**src/rtl/u16u8_pkg.sv**
```systemverilog
// u16u8_pkg: beat types, job descriptor and byte encoding helpers for the
// utf-16 to utf-8 encoder; no dependencies
package u16u8_pkg;

    localparam int unsigned UNIT_W      = 16;
    localparam int unsigned BYTE_W      = 8;
    localparam int unsigned MAX_BYTES   = 6;
    localparam int unsigned COUNT_W     = 3;
    localparam int unsigned SURR_W      = 10;
    localparam int unsigned QUEUE_DEPTH = 2;
    localparam int unsigned QPTR_W      = (QUEUE_DEPTH > 1) ? $clog2(QUEUE_DEPTH) : 1;
    localparam int unsigned QCNT_W      = $clog2(QUEUE_DEPTH + 1);

    localparam logic [UNIT_W-1:0] HIGH_FIRST = 16'hd800;
    localparam logic [UNIT_W-1:0] HIGH_LAST  = 16'hdbff;
    localparam logic [UNIT_W-1:0] LOW_FIRST  = 16'hdc00;
    localparam logic [UNIT_W-1:0] LOW_LAST   = 16'hdfff;
    localparam logic [UNIT_W-1:0] ONE_MAX    = 16'h007f;
    localparam logic [UNIT_W-1:0] TWO_MAX    = 16'h07ff;

    localparam logic [BYTE_W-1:0] LEAD2 = 8'hc0;
    localparam logic [BYTE_W-1:0] LEAD3 = 8'he0;
    localparam logic [BYTE_W-1:0] LEAD4 = 8'hf0;
    localparam logic [BYTE_W-1:0] CONT  = 8'h80;

    // top bits of a high surrogate
    localparam logic [5:0] HIGH_TAG = 6'b110110;

    typedef struct packed {
        logic [UNIT_W-1:0] code_unit;
        logic              last_unit;
    } t_in_beat;

    typedef struct packed {
        logic [BYTE_W-1:0] out_byte;
        logic              run_end;
        logic              text_end;
    } t_out_beat;

    // all bytes caused by one accepted unit
    typedef struct packed {
        logic [MAX_BYTES-1:0][BYTE_W-1:0] bytes;
        logic [COUNT_W-1:0]               count;
        logic                             last;
    } t_job;

    // handshake between queue and back end
    typedef struct packed {
        logic full;
        logic avail;
    } t_qstat;

    typedef struct packed {
        logic [2:0][BYTE_W-1:0] b;
        logic [1:0]             len;
    } t_enc;

    function automatic t_enc encode_bmp(input logic [UNIT_W-1:0] cp);
        t_enc e;
        e.b = '0;
        if (cp <= ONE_MAX) begin
            e.b[0] = cp[7:0];
            e.len  = 2'd1;
        end else if (cp <= TWO_MAX) begin
            e.b[0] = LEAD2 | {3'b000, cp[10:6]};
            e.b[1] = CONT | {2'b00, cp[5:0]};
            e.len  = 2'd2;
        end else begin
            e.b[0] = LEAD3 | {4'b0000, cp[15:12]};
            e.b[1] = CONT | {2'b00, cp[11:6]};
            e.b[2] = CONT | {2'b00, cp[5:0]};
            e.len  = 2'd3;
        end
        return e;
    endfunction

endpackage

```
**src/rtl/utf16_to_utf8_encoder.sv**
```systemverilog
// utf16_to_utf8_encoder: top level, front end, job queue and byte back end
// depends on u16u8_pkg, u16u8_front, u16u8_queue, u16u8_back
//
// Takes one utf-16 code unit per input beat and sends its utf-8 bytes, one
// byte per output beat. A unit gives 1 to 3 bytes; a high surrogate is held
// (no bytes) and the following low surrogate brings out all 4 bytes of the
// supplementary code point. An unpaired held surrogate goes out as 3 bytes
// ahead of the next unit's bytes, so one unit may give up to 6 bytes; a high
// surrogate flagged last_unit is sent at once as 3 bytes. run_end marks the
// last byte caused by a unit, text_end the last byte of the string. The
// output port sustains one byte per cycle while the receiver does not stall
// and the queue holds jobs; the back end's single byte lane sets that rate.
// The front end takes a unit every cycle while the two-entry job queue has
// room, and input stall rises only when the queue is full. A unit's bytes
// pass through the job queue, the back end's job register and the output
// register. Reset is synchronous and active low and clears any held surrogate.
module utf16_to_utf8_encoder import u16u8_pkg::*; (
    input  logic      i_clk,
    input  logic      i_rst_n,
    // input channel
    input  logic      i_in_valid,
    output logic      o_in_stall,
    input  t_in_beat  i_in_data,
    // output channel
    output logic      o_out_valid,
    input  logic      i_out_stall,
    output t_out_beat o_out_data
);

    logic   in_accept;
    logic   push;
    logic   pop;
    logic   held;
    t_job   front_job;
    t_job   head_job;
    t_qstat qstat;

    // stall depends on queue state only, never on valid
    assign o_in_stall = qstat.full;
    assign in_accept  = i_in_valid && !qstat.full;

    // classify the unit, pair surrogates, build the byte job
    u16u8_front u_front (
        .i_clk    (i_clk),
        .i_rst_n  (i_rst_n),
        .i_accept (in_accept),
        .i_beat   (i_in_data),
        .o_push   (push),
        .o_job    (front_job),
        .o_held   (held)
    );

    // decouples the unit rate from the byte rate
    u16u8_queue u_queue (
        .i_clk   (i_clk),
        .i_rst_n (i_rst_n),
        .i_push  (push),
        .i_job   (front_job),
        .i_pop   (pop),
        .o_head  (head_job),
        .o_stat  (qstat)
    );

    // one byte per beat, output register parts it from the downstream stall
    u16u8_back u_back (
        .i_clk       (i_clk),
        .i_rst_n     (i_rst_n),
        .i_head      (head_job),
        .i_qstat     (qstat),
        .o_pop       (pop),
        .o_out_valid (o_out_valid),
        .i_out_stall (i_out_stall),
        .o_out_data  (o_out_data)
    );

    // end of string only ever lands on the end of a run
    a_text_end_on_run_end: assert property (@(posedge i_clk) disable iff (!i_rst_n)
        o_out_valid |-> (!o_out_data.text_end || o_out_data.run_end))
        else $error("text_end without run_end");

    // a flagged last unit leaves nothing held
    a_last_flushes: assert property (@(posedge i_clk) disable iff (!i_rst_n)
        (in_accept && i_in_data.last_unit) |=> !held)
        else $error("surrogate still held after last unit");

    // every queued job carries one to six bytes
    a_job_size: assert property (@(posedge i_clk) disable iff (!i_rst_n)
        push |-> ((front_job.count != '0) && (front_job.count <= COUNT_W'(MAX_BYTES))))
        else $error("job byte count out of range");

    // the back end never pulls from an empty queue, the front never fills a full one
    a_queue_bounds: assert property (@(posedge i_clk) disable iff (!i_rst_n)
        (!pop || qstat.avail) && (!push || !qstat.full))
        else $error("queue overrun or underrun");

endmodule

```
**src/rtl/u16u8_front.sv**
```systemverilog
// u16u8_front: classifies code units, holds a pending high surrogate and
// builds one byte job per unit; depends on u16u8_pkg
module u16u8_front import u16u8_pkg::*; (
    input  logic     i_clk,
    input  logic     i_rst_n,
    input  logic     i_accept,
    input  t_in_beat i_beat,
    output logic     o_push,
    output t_job     o_job,
    output logic     o_held
);

    logic              r_held;
    logic [SURR_W-1:0] r_surr;
    logic              n_held;
    logic [SURR_W-1:0] n_surr;

    logic        is_high;
    logic        is_low;
    logic        pair;
    logic        emit_unit;
    logic [10:0] plane;
    logic [20:0] cp4;
    t_enc        enc_held;
    t_enc        enc_unit;
    t_job        job;

    assign is_high   = (i_beat.code_unit >= HIGH_FIRST) && (i_beat.code_unit <= HIGH_LAST);
    assign is_low    = (i_beat.code_unit >= LOW_FIRST) && (i_beat.code_unit <= LOW_LAST);
    assign pair      = r_held && is_low;
    assign emit_unit = !(is_high && !i_beat.last_unit);

    // 0x10000 + (hi << 10) + lo
    assign plane = {1'b0, r_surr} + 11'd64;
    assign cp4   = {plane, i_beat.code_unit[SURR_W-1:0]};

    assign enc_held = encode_bmp({HIGH_TAG, r_surr});
    assign enc_unit = encode_bmp(i_beat.code_unit);

    always_comb begin
        job       = '0;
        job.last  = i_beat.last_unit;
        if (pair) begin
            job.bytes[0] = LEAD4 | {5'b00000, cp4[20:18]};
            job.bytes[1] = CONT | {2'b00, cp4[17:12]};
            job.bytes[2] = CONT | {2'b00, cp4[11:6]};
            job.bytes[3] = CONT | {2'b00, cp4[5:0]};
            job.count    = COUNT_W'(4);
        end else begin
            for (int i = 0; i < 3; i++) begin
                if (r_held) begin
                    job.bytes[i]     = enc_held.b[i];
                    job.bytes[i + 3] = enc_unit.b[i];
                end else begin
                    job.bytes[i]     = enc_unit.b[i];
                end
            end
            job.count = (r_held ? COUNT_W'(3) : '0)
                      + (emit_unit ? {1'b0, enc_unit.len} : '0);
        end
    end

    always_comb begin
        n_held = r_held;
        n_surr = r_surr;
        if (i_accept) begin
            if (!pair && is_high && !i_beat.last_unit) begin
                n_held = 1'b1;
                n_surr = i_beat.code_unit[SURR_W-1:0];
            end else begin
                n_held = 1'b0;
                n_surr = '0;
            end
        end
    end

    always_ff @(posedge i_clk) begin
        if (!i_rst_n) begin
            r_held <= 1'b0;
            r_surr <= '0;
        end else begin
            r_held <= n_held;
            r_surr <= n_surr;
        end
    end

    assign o_push = i_accept && (job.count != '0);
    assign o_job  = job;
    assign o_held = r_held;

endmodule

```
**src/rtl/u16u8_queue.sv**
```systemverilog
// u16u8_queue: short job queue between front and back end
// depends on u16u8_pkg
module u16u8_queue import u16u8_pkg::*; (
    input  logic   i_clk,
    input  logic   i_rst_n,
    input  logic   i_push,
    input  t_job   i_job,
    input  logic   i_pop,
    output t_job   o_head,
    output t_qstat o_stat
);

    t_job              r_mem [QUEUE_DEPTH];
    logic [QPTR_W-1:0] r_wr_ptr;
    logic [QPTR_W-1:0] r_rd_ptr;
    logic [QCNT_W-1:0] r_count;
    logic [QPTR_W-1:0] n_wr_ptr;
    logic [QPTR_W-1:0] n_rd_ptr;
    logic [QCNT_W-1:0] n_count;

    function automatic logic [QPTR_W-1:0] bump(input logic [QPTR_W-1:0] p);
        return (p == QPTR_W'(QUEUE_DEPTH - 1)) ? '0 : p + QPTR_W'(1);
    endfunction

    always_comb begin
        n_wr_ptr = i_push ? bump(r_wr_ptr) : r_wr_ptr;
        n_rd_ptr = i_pop ? bump(r_rd_ptr) : r_rd_ptr;
        n_count  = r_count;
        if (i_push && !i_pop) begin
            n_count = r_count + QCNT_W'(1);
        end else if (!i_push && i_pop) begin
            n_count = r_count - QCNT_W'(1);
        end
    end

    always_ff @(posedge i_clk) begin
        if (!i_rst_n) begin
            r_wr_ptr <= '0;
            r_rd_ptr <= '0;
            r_count  <= '0;
        end else begin
            r_wr_ptr <= n_wr_ptr;
            r_rd_ptr <= n_rd_ptr;
            r_count  <= n_count;
        end
    end

    always_ff @(posedge i_clk) begin
        if (i_push) begin
            r_mem[r_wr_ptr] <= i_job;
        end
    end

    assign o_head       = r_mem[r_rd_ptr];
    assign o_stat.full  = (r_count == QCNT_W'(QUEUE_DEPTH));
    assign o_stat.avail = (r_count != '0);

endmodule

```
**src/rtl/u16u8_back.sv**
```systemverilog
// u16u8_back: walks each job one byte per beat into the output register
// depends on u16u8_pkg
module u16u8_back import u16u8_pkg::*; (
    input  logic      i_clk,
    input  logic      i_rst_n,
    input  t_job      i_head,
    input  t_qstat    i_qstat,
    output logic      o_pop,
    output logic      o_out_valid,
    input  logic      i_out_stall,
    output t_out_beat o_out_data
);

    t_job               r_job;
    logic               r_busy;
    logic [COUNT_W-1:0] r_idx;
    logic               r_out_valid;
    t_out_beat          r_out;

    logic      slot_free;
    logic      emit;
    logic      last_byte;
    logic      load;
    t_out_beat beat;

    assign slot_free = !r_out_valid || !i_out_stall;
    assign emit      = slot_free && r_busy;
    assign last_byte = (r_idx == r_job.count - COUNT_W'(1));
    assign load      = i_qstat.avail && (!r_busy || (emit && last_byte));

    always_comb begin
        beat.out_byte = r_job.bytes[r_idx];
        beat.run_end  = last_byte;
        beat.text_end = last_byte && r_job.last;
    end

    always_ff @(posedge i_clk) begin
        if (!i_rst_n) begin
            r_busy      <= 1'b0;
            r_idx       <= '0;
            r_out_valid <= 1'b0;
        end else begin
            if (load) begin
                r_busy <= 1'b1;
                r_idx  <= '0;
            end else if (emit) begin
                r_busy <= !last_byte;
                r_idx  <= r_idx + COUNT_W'(1);
            end
            if (emit) begin
                r_out_valid <= 1'b1;
            end else if (slot_free) begin
                r_out_valid <= 1'b0;
            end
        end
    end

    always_ff @(posedge i_clk) begin
        if (load) begin
            r_job <= i_head;
        end
        if (emit) begin
            r_out <= beat;
        end
    end

    assign o_pop       = load;
    assign o_out_valid = r_out_valid;
    assign o_out_data  = r_out;

endmodule

```
**config.mk**
```make
export PLATFORM = sky130hd
export DESIGN_NAME = utf16_to_utf8_encoder
export DESIGN_NICKNAME = d
export VERILOG_FILES = /design/src/rtl/u16u8_pkg.sv /design/src/rtl/utf16_to_utf8_encoder.sv /design/src/rtl/u16u8_front.sv /design/src/rtl/u16u8_queue.sv /design/src/rtl/u16u8_back.sv
export SDC_FILE = /design/constraint.sdc
export NUM_CORES = 1
export LEC_CHECK = 0
export CELL_PAD_IN_SITES_DETAIL_PLACEMENT = 2
export CELL_PAD_IN_SITES_GLOBAL_PLACEMENT = 2
export CORE_UTILIZATION = 45
export DETAILED_ROUTE_END_ITERATION = 10
export DONT_BUFFER_PORTS = 1
export PLACE_DENSITY_LB_ADDON = 0.05
export SYNTH_ARGS = -nofsm -noshare
export SYNTH_HDL_FRONTEND = slang
export SYNTH_SLANG_ARGS = --single-unit
```
**constraint.sdc**
```tcl
create_clock -name i_clk -period 5.8 [get_ports i_clk]
set_input_delay 0 -clock i_clk [delete_from_list [all_inputs] [get_ports i_clk]]
set_output_delay 0 -clock i_clk [all_outputs]
set_load 0.1 [all_outputs]
```
==> summary.md <==
| Metric | Value |
|---|---|
| # hold bufs at CTS | `25` |
| Endpoints failing setup | `0` |
| Post-Synthesis Cells | `roughly 500` |
| Slew headroom | `27.4%` |
| Resize count post-CTS | `0` |
| Gr ovfl total | `0` |
| Buffers plus inverters on the worst setup path | `2` |
| Fin. Hold Viols | `0` |
| Top Ports | `33` |
| Worst min path class | `input pin to flop` |
| Largest net degree at the start of global routing | `50` |
| Per-cell routed wire length | `approximately 28 µm` |
| Iter 0 DRT Violations | `about 240` |
| Row cnt | `46` |
| Core ar. | `between 15000 and 20000 µm²` |
| Die area | `~17000 µm²` |
| Worst vdd ir | `roughly 0.23 mV` |
| Hold WS | `~0.0075 ns` |
| Clk sink count | `approximately 170` |
| Fin Setup TNS | `0 ns` |
| First-pass GRT wire length | `between 30000 and 40000 µm` |
| Crit path DAT | `about 3.7 ns` |
| Synthesized flop and latch total | `about 170` |
| Most common cell in the netlist | `edfxtp_1` |
| Total CTS buffers | `17` |
| WL met3 | `approximately 750 µm` |
| Die span in x | `between 100 and 150 µm` |
| Cell taking the most area after synthesis | `edfxtp_1` |
| R2R cell count | `6` |
| Worst Hold End | `u_queue.r_mem[1][29]` |
| DR WL met2 | `about 11000 µm` |
| Slowest cell delay on critical path | `~0.87 ns` |
| GPL Wtd Cong | `between 0.8 and 0.9` |
| Register-to-register setup slack | `2.25 ns` |
| Vias in the first global route | `4718` |
| Residual DRC count | `0` |
| Area share of the largest cell type after synthesis | `62.3%` |
| Commonest cells in the netlist | `edfxtp_1, mux2_2, nand2_1` |
| Fraction of registers with async set/reset | `0%` |
| Max Clock Skew | `around 0.014 ns` |
| Post-Route WL | `~21000 µm` |
| Wire length on met1 | `8760 µm` |
| Synth area leaders | `edfxtp_1, mux2_2, dfxtp_1` |
| Post-synthesis instance area | `around 7400 µm²` |
| CP max-delay cell | `and2_2` |
| Clock root buffer | `clkbuf_16` |
| Area growth syn-to-layout | `14.8%` |
| Dominant synthesized flop cell | `edfxtp_1` |
| XOR/XNOR Fraction of Synth Area | `roughly 1.4%` |
| Post-synthesis mux area share | `approximately 12%` |
| Post-CTS setup buffers | `0` |
| Worst Path Max Fanout | `36` |
| Clock latency on the worst-skew pair | `about 0.42 ns` |
| R2R Path End | `u_queue.r_mem[1][37]` |
| Worst-path clk slew | `approximately 0.060 ns` |
| Post-synth EDFFs | `about 150` |
| Worst hold path startpoint | `i_in_data[14]` |
| Max-cap check violation count | `0` |
| Post-synthesis adder-cell area fraction | `around 1.1%` |
| Multi-input logic area | `~2200 µm²` |
| Register area | `just over 5000 µm²` |
| Starting Density | `roughly 46%` |
| FMAX | `~280 MHz` |
| Vias per cell | `about 5.7` |
| Unrepaired setup endpoints after global routing | `no` |
| Critical Path Sink Type | `flop` |
| Worst-path cell chain | `inv_1 -> fa_1 -> nor2b_1 -> a31oi_1 -> and2_2 -> buf_4` |
| CTS Buffer Depth | `2` |
| Layout cells sized above 1 | `about a fifth` |
| Worst hold stages | `2` |
| CP delay by family, top | `simple AND/OR/NAND/NOR gates` |
| Warnings from Yosys | `0` |
| Initial antenna violation count | `1` |
| Tmin final | `approximately 3.6 ns` |
| Via count | `roughly 4300` |
| Synth Area in Compound Gates | `just over 7%` |
| H-tree levels | `4` |
| R2r startpoint | `u_front.o_held` |
| Syn Nets | `around 520` |
| Distinct cells, synth | `56` |
| Die height | `130 µm` |
| Syn Area/Cell | `between 15 and 20 µm²` |
| Highest metal used | `met4` |
| Simple-gate share of the synthesized area | `~7.7%` |
| Worst setup path class | `flop to flop` |
| WP data required | `about 5.9 ns` |
| Status | `finished clean` |
| Fill cells | `1489` |
| Power per cell area | `468 nW/µm²` |
| Leakage | `0.00286 µW` |
| Largest family of logic cells by synthesized area | `multiplexers` |
| Fin nets | `between 500 and 600` |
| Register area share after synthesis | `67.7%` |
| Post-DP HPWL | `about 13000 µm` |
| Final slew viol count | `0` |
| DRT Pass-1 Iters | `4` |
| Antenna Nets Post-Route | `0` |
| Worst Setup Start Kind | `flop` |
| Worst slew pin tran | `about 1.1 ns` |
| Tot GR Track Use | `roughly a quarter` |
| Fin crit share | `61.3%` |
| CTS tree | `built` |
| Input/output buffers | `0` |
## how the worst max path moves through the flow
stage                              start                    to  slack, ns  depth (start not counted)
after global routing      u_front.o_held  u_queue.r_mem[1][16]       2.03                          6
after floorplan            i_in_data[13]   u_queue.r_mem[0][0]       1.19                         10
after detailed placement   i_in_data[13]  u_queue.r_mem[1][37]       1.99                         10
final                     u_front.o_held  u_queue.r_mem[1][37]       2.25                          6
after global placement     i_in_data[13]  u_queue.r_mem[1][11]       2.15                         10
after CTS                 u_front.o_held  u_queue.r_mem[1][35]       2.20                          6
## cell type report
type                       count  area share, %
sequential                   174           58.9
multi-input combinational    275           25.9
clock buffer                  18           5.03
timing repair buffer          33           3.64
tap                          216           3.17
clock inverter                14           2.41
inverter                      20          0.880
antenna                        1         0.0293
## stage by stage
stage          instances  cell area (µm²)  worst slack (ns)  util [%]  power, µW
6_report             751             8530              2.25      53.3       3990
5_1_grt              750             8530              2.03      53.3       4130
4_1_cts              750             8530              2.20      53.3       4030
3_5_place_dp         693             7640              1.99      47.8       2770
3_3_place_gp         693             7640              2.15      47.8       2680
2_1_floorplan        494             7430              1.19         -       2520
## power by group
| part | leakage (µW) | total (µW) | switching, µW | internal (µW) |
|---|---|---|---|---|
| logic | 0.000948 | 731 | 456 | 275 |
| clock network | 0.000307 | 1220 | 490 | 731 |
| registers | 0.00161 | 2040 | 300 | 1740 |
## per-layer routing
layer,track usage (%),vias to the layer above
met5,0,-
met4,6.02,0
met3,4.80,17
met2,47.0,103
met1,32.7,2207
li1,-,1935
## kinds of logic after synthesis
group / after synthesis
AO/OA/AOI/OAI: 79
XOR/XNOR: 10
adder cells (fa/ha/maj): 6
buffers and inverters: 45
flip-flops: 174
multiplexers: 77
AND/OR/NAND/NOR: 103
## layout by cell type, fill, tap and decap left out, types with 15 or more instances in the layout
cell type,instances
a21oi_1,20
clkbuf_16,17
dfxtp_1,19
dlygate4sd3_1,25
edfxtp_1,154
inv_1,19
mux2_2,48
mux2i_1,22
nand2_1,34
nor2_1,18
o22ai_1,15
## registers in the layout (all words and copies together) (netlist names)
register / flops
u_back.o_out_data: 10
u_back.o_out_valid: 1
u_back.r_busy: 1
u_back.r_idx: 3
u_back.r_job: 48
u_front.o_held: 1
u_front.r_surr: 10
u_queue.r_count: 2
u_queue.r_mem: 96
u_queue.r_rd_ptr: 1
u_queue.r_wr_ptr: 1
No activity file was read; power rests on OpenSTA's default activity.
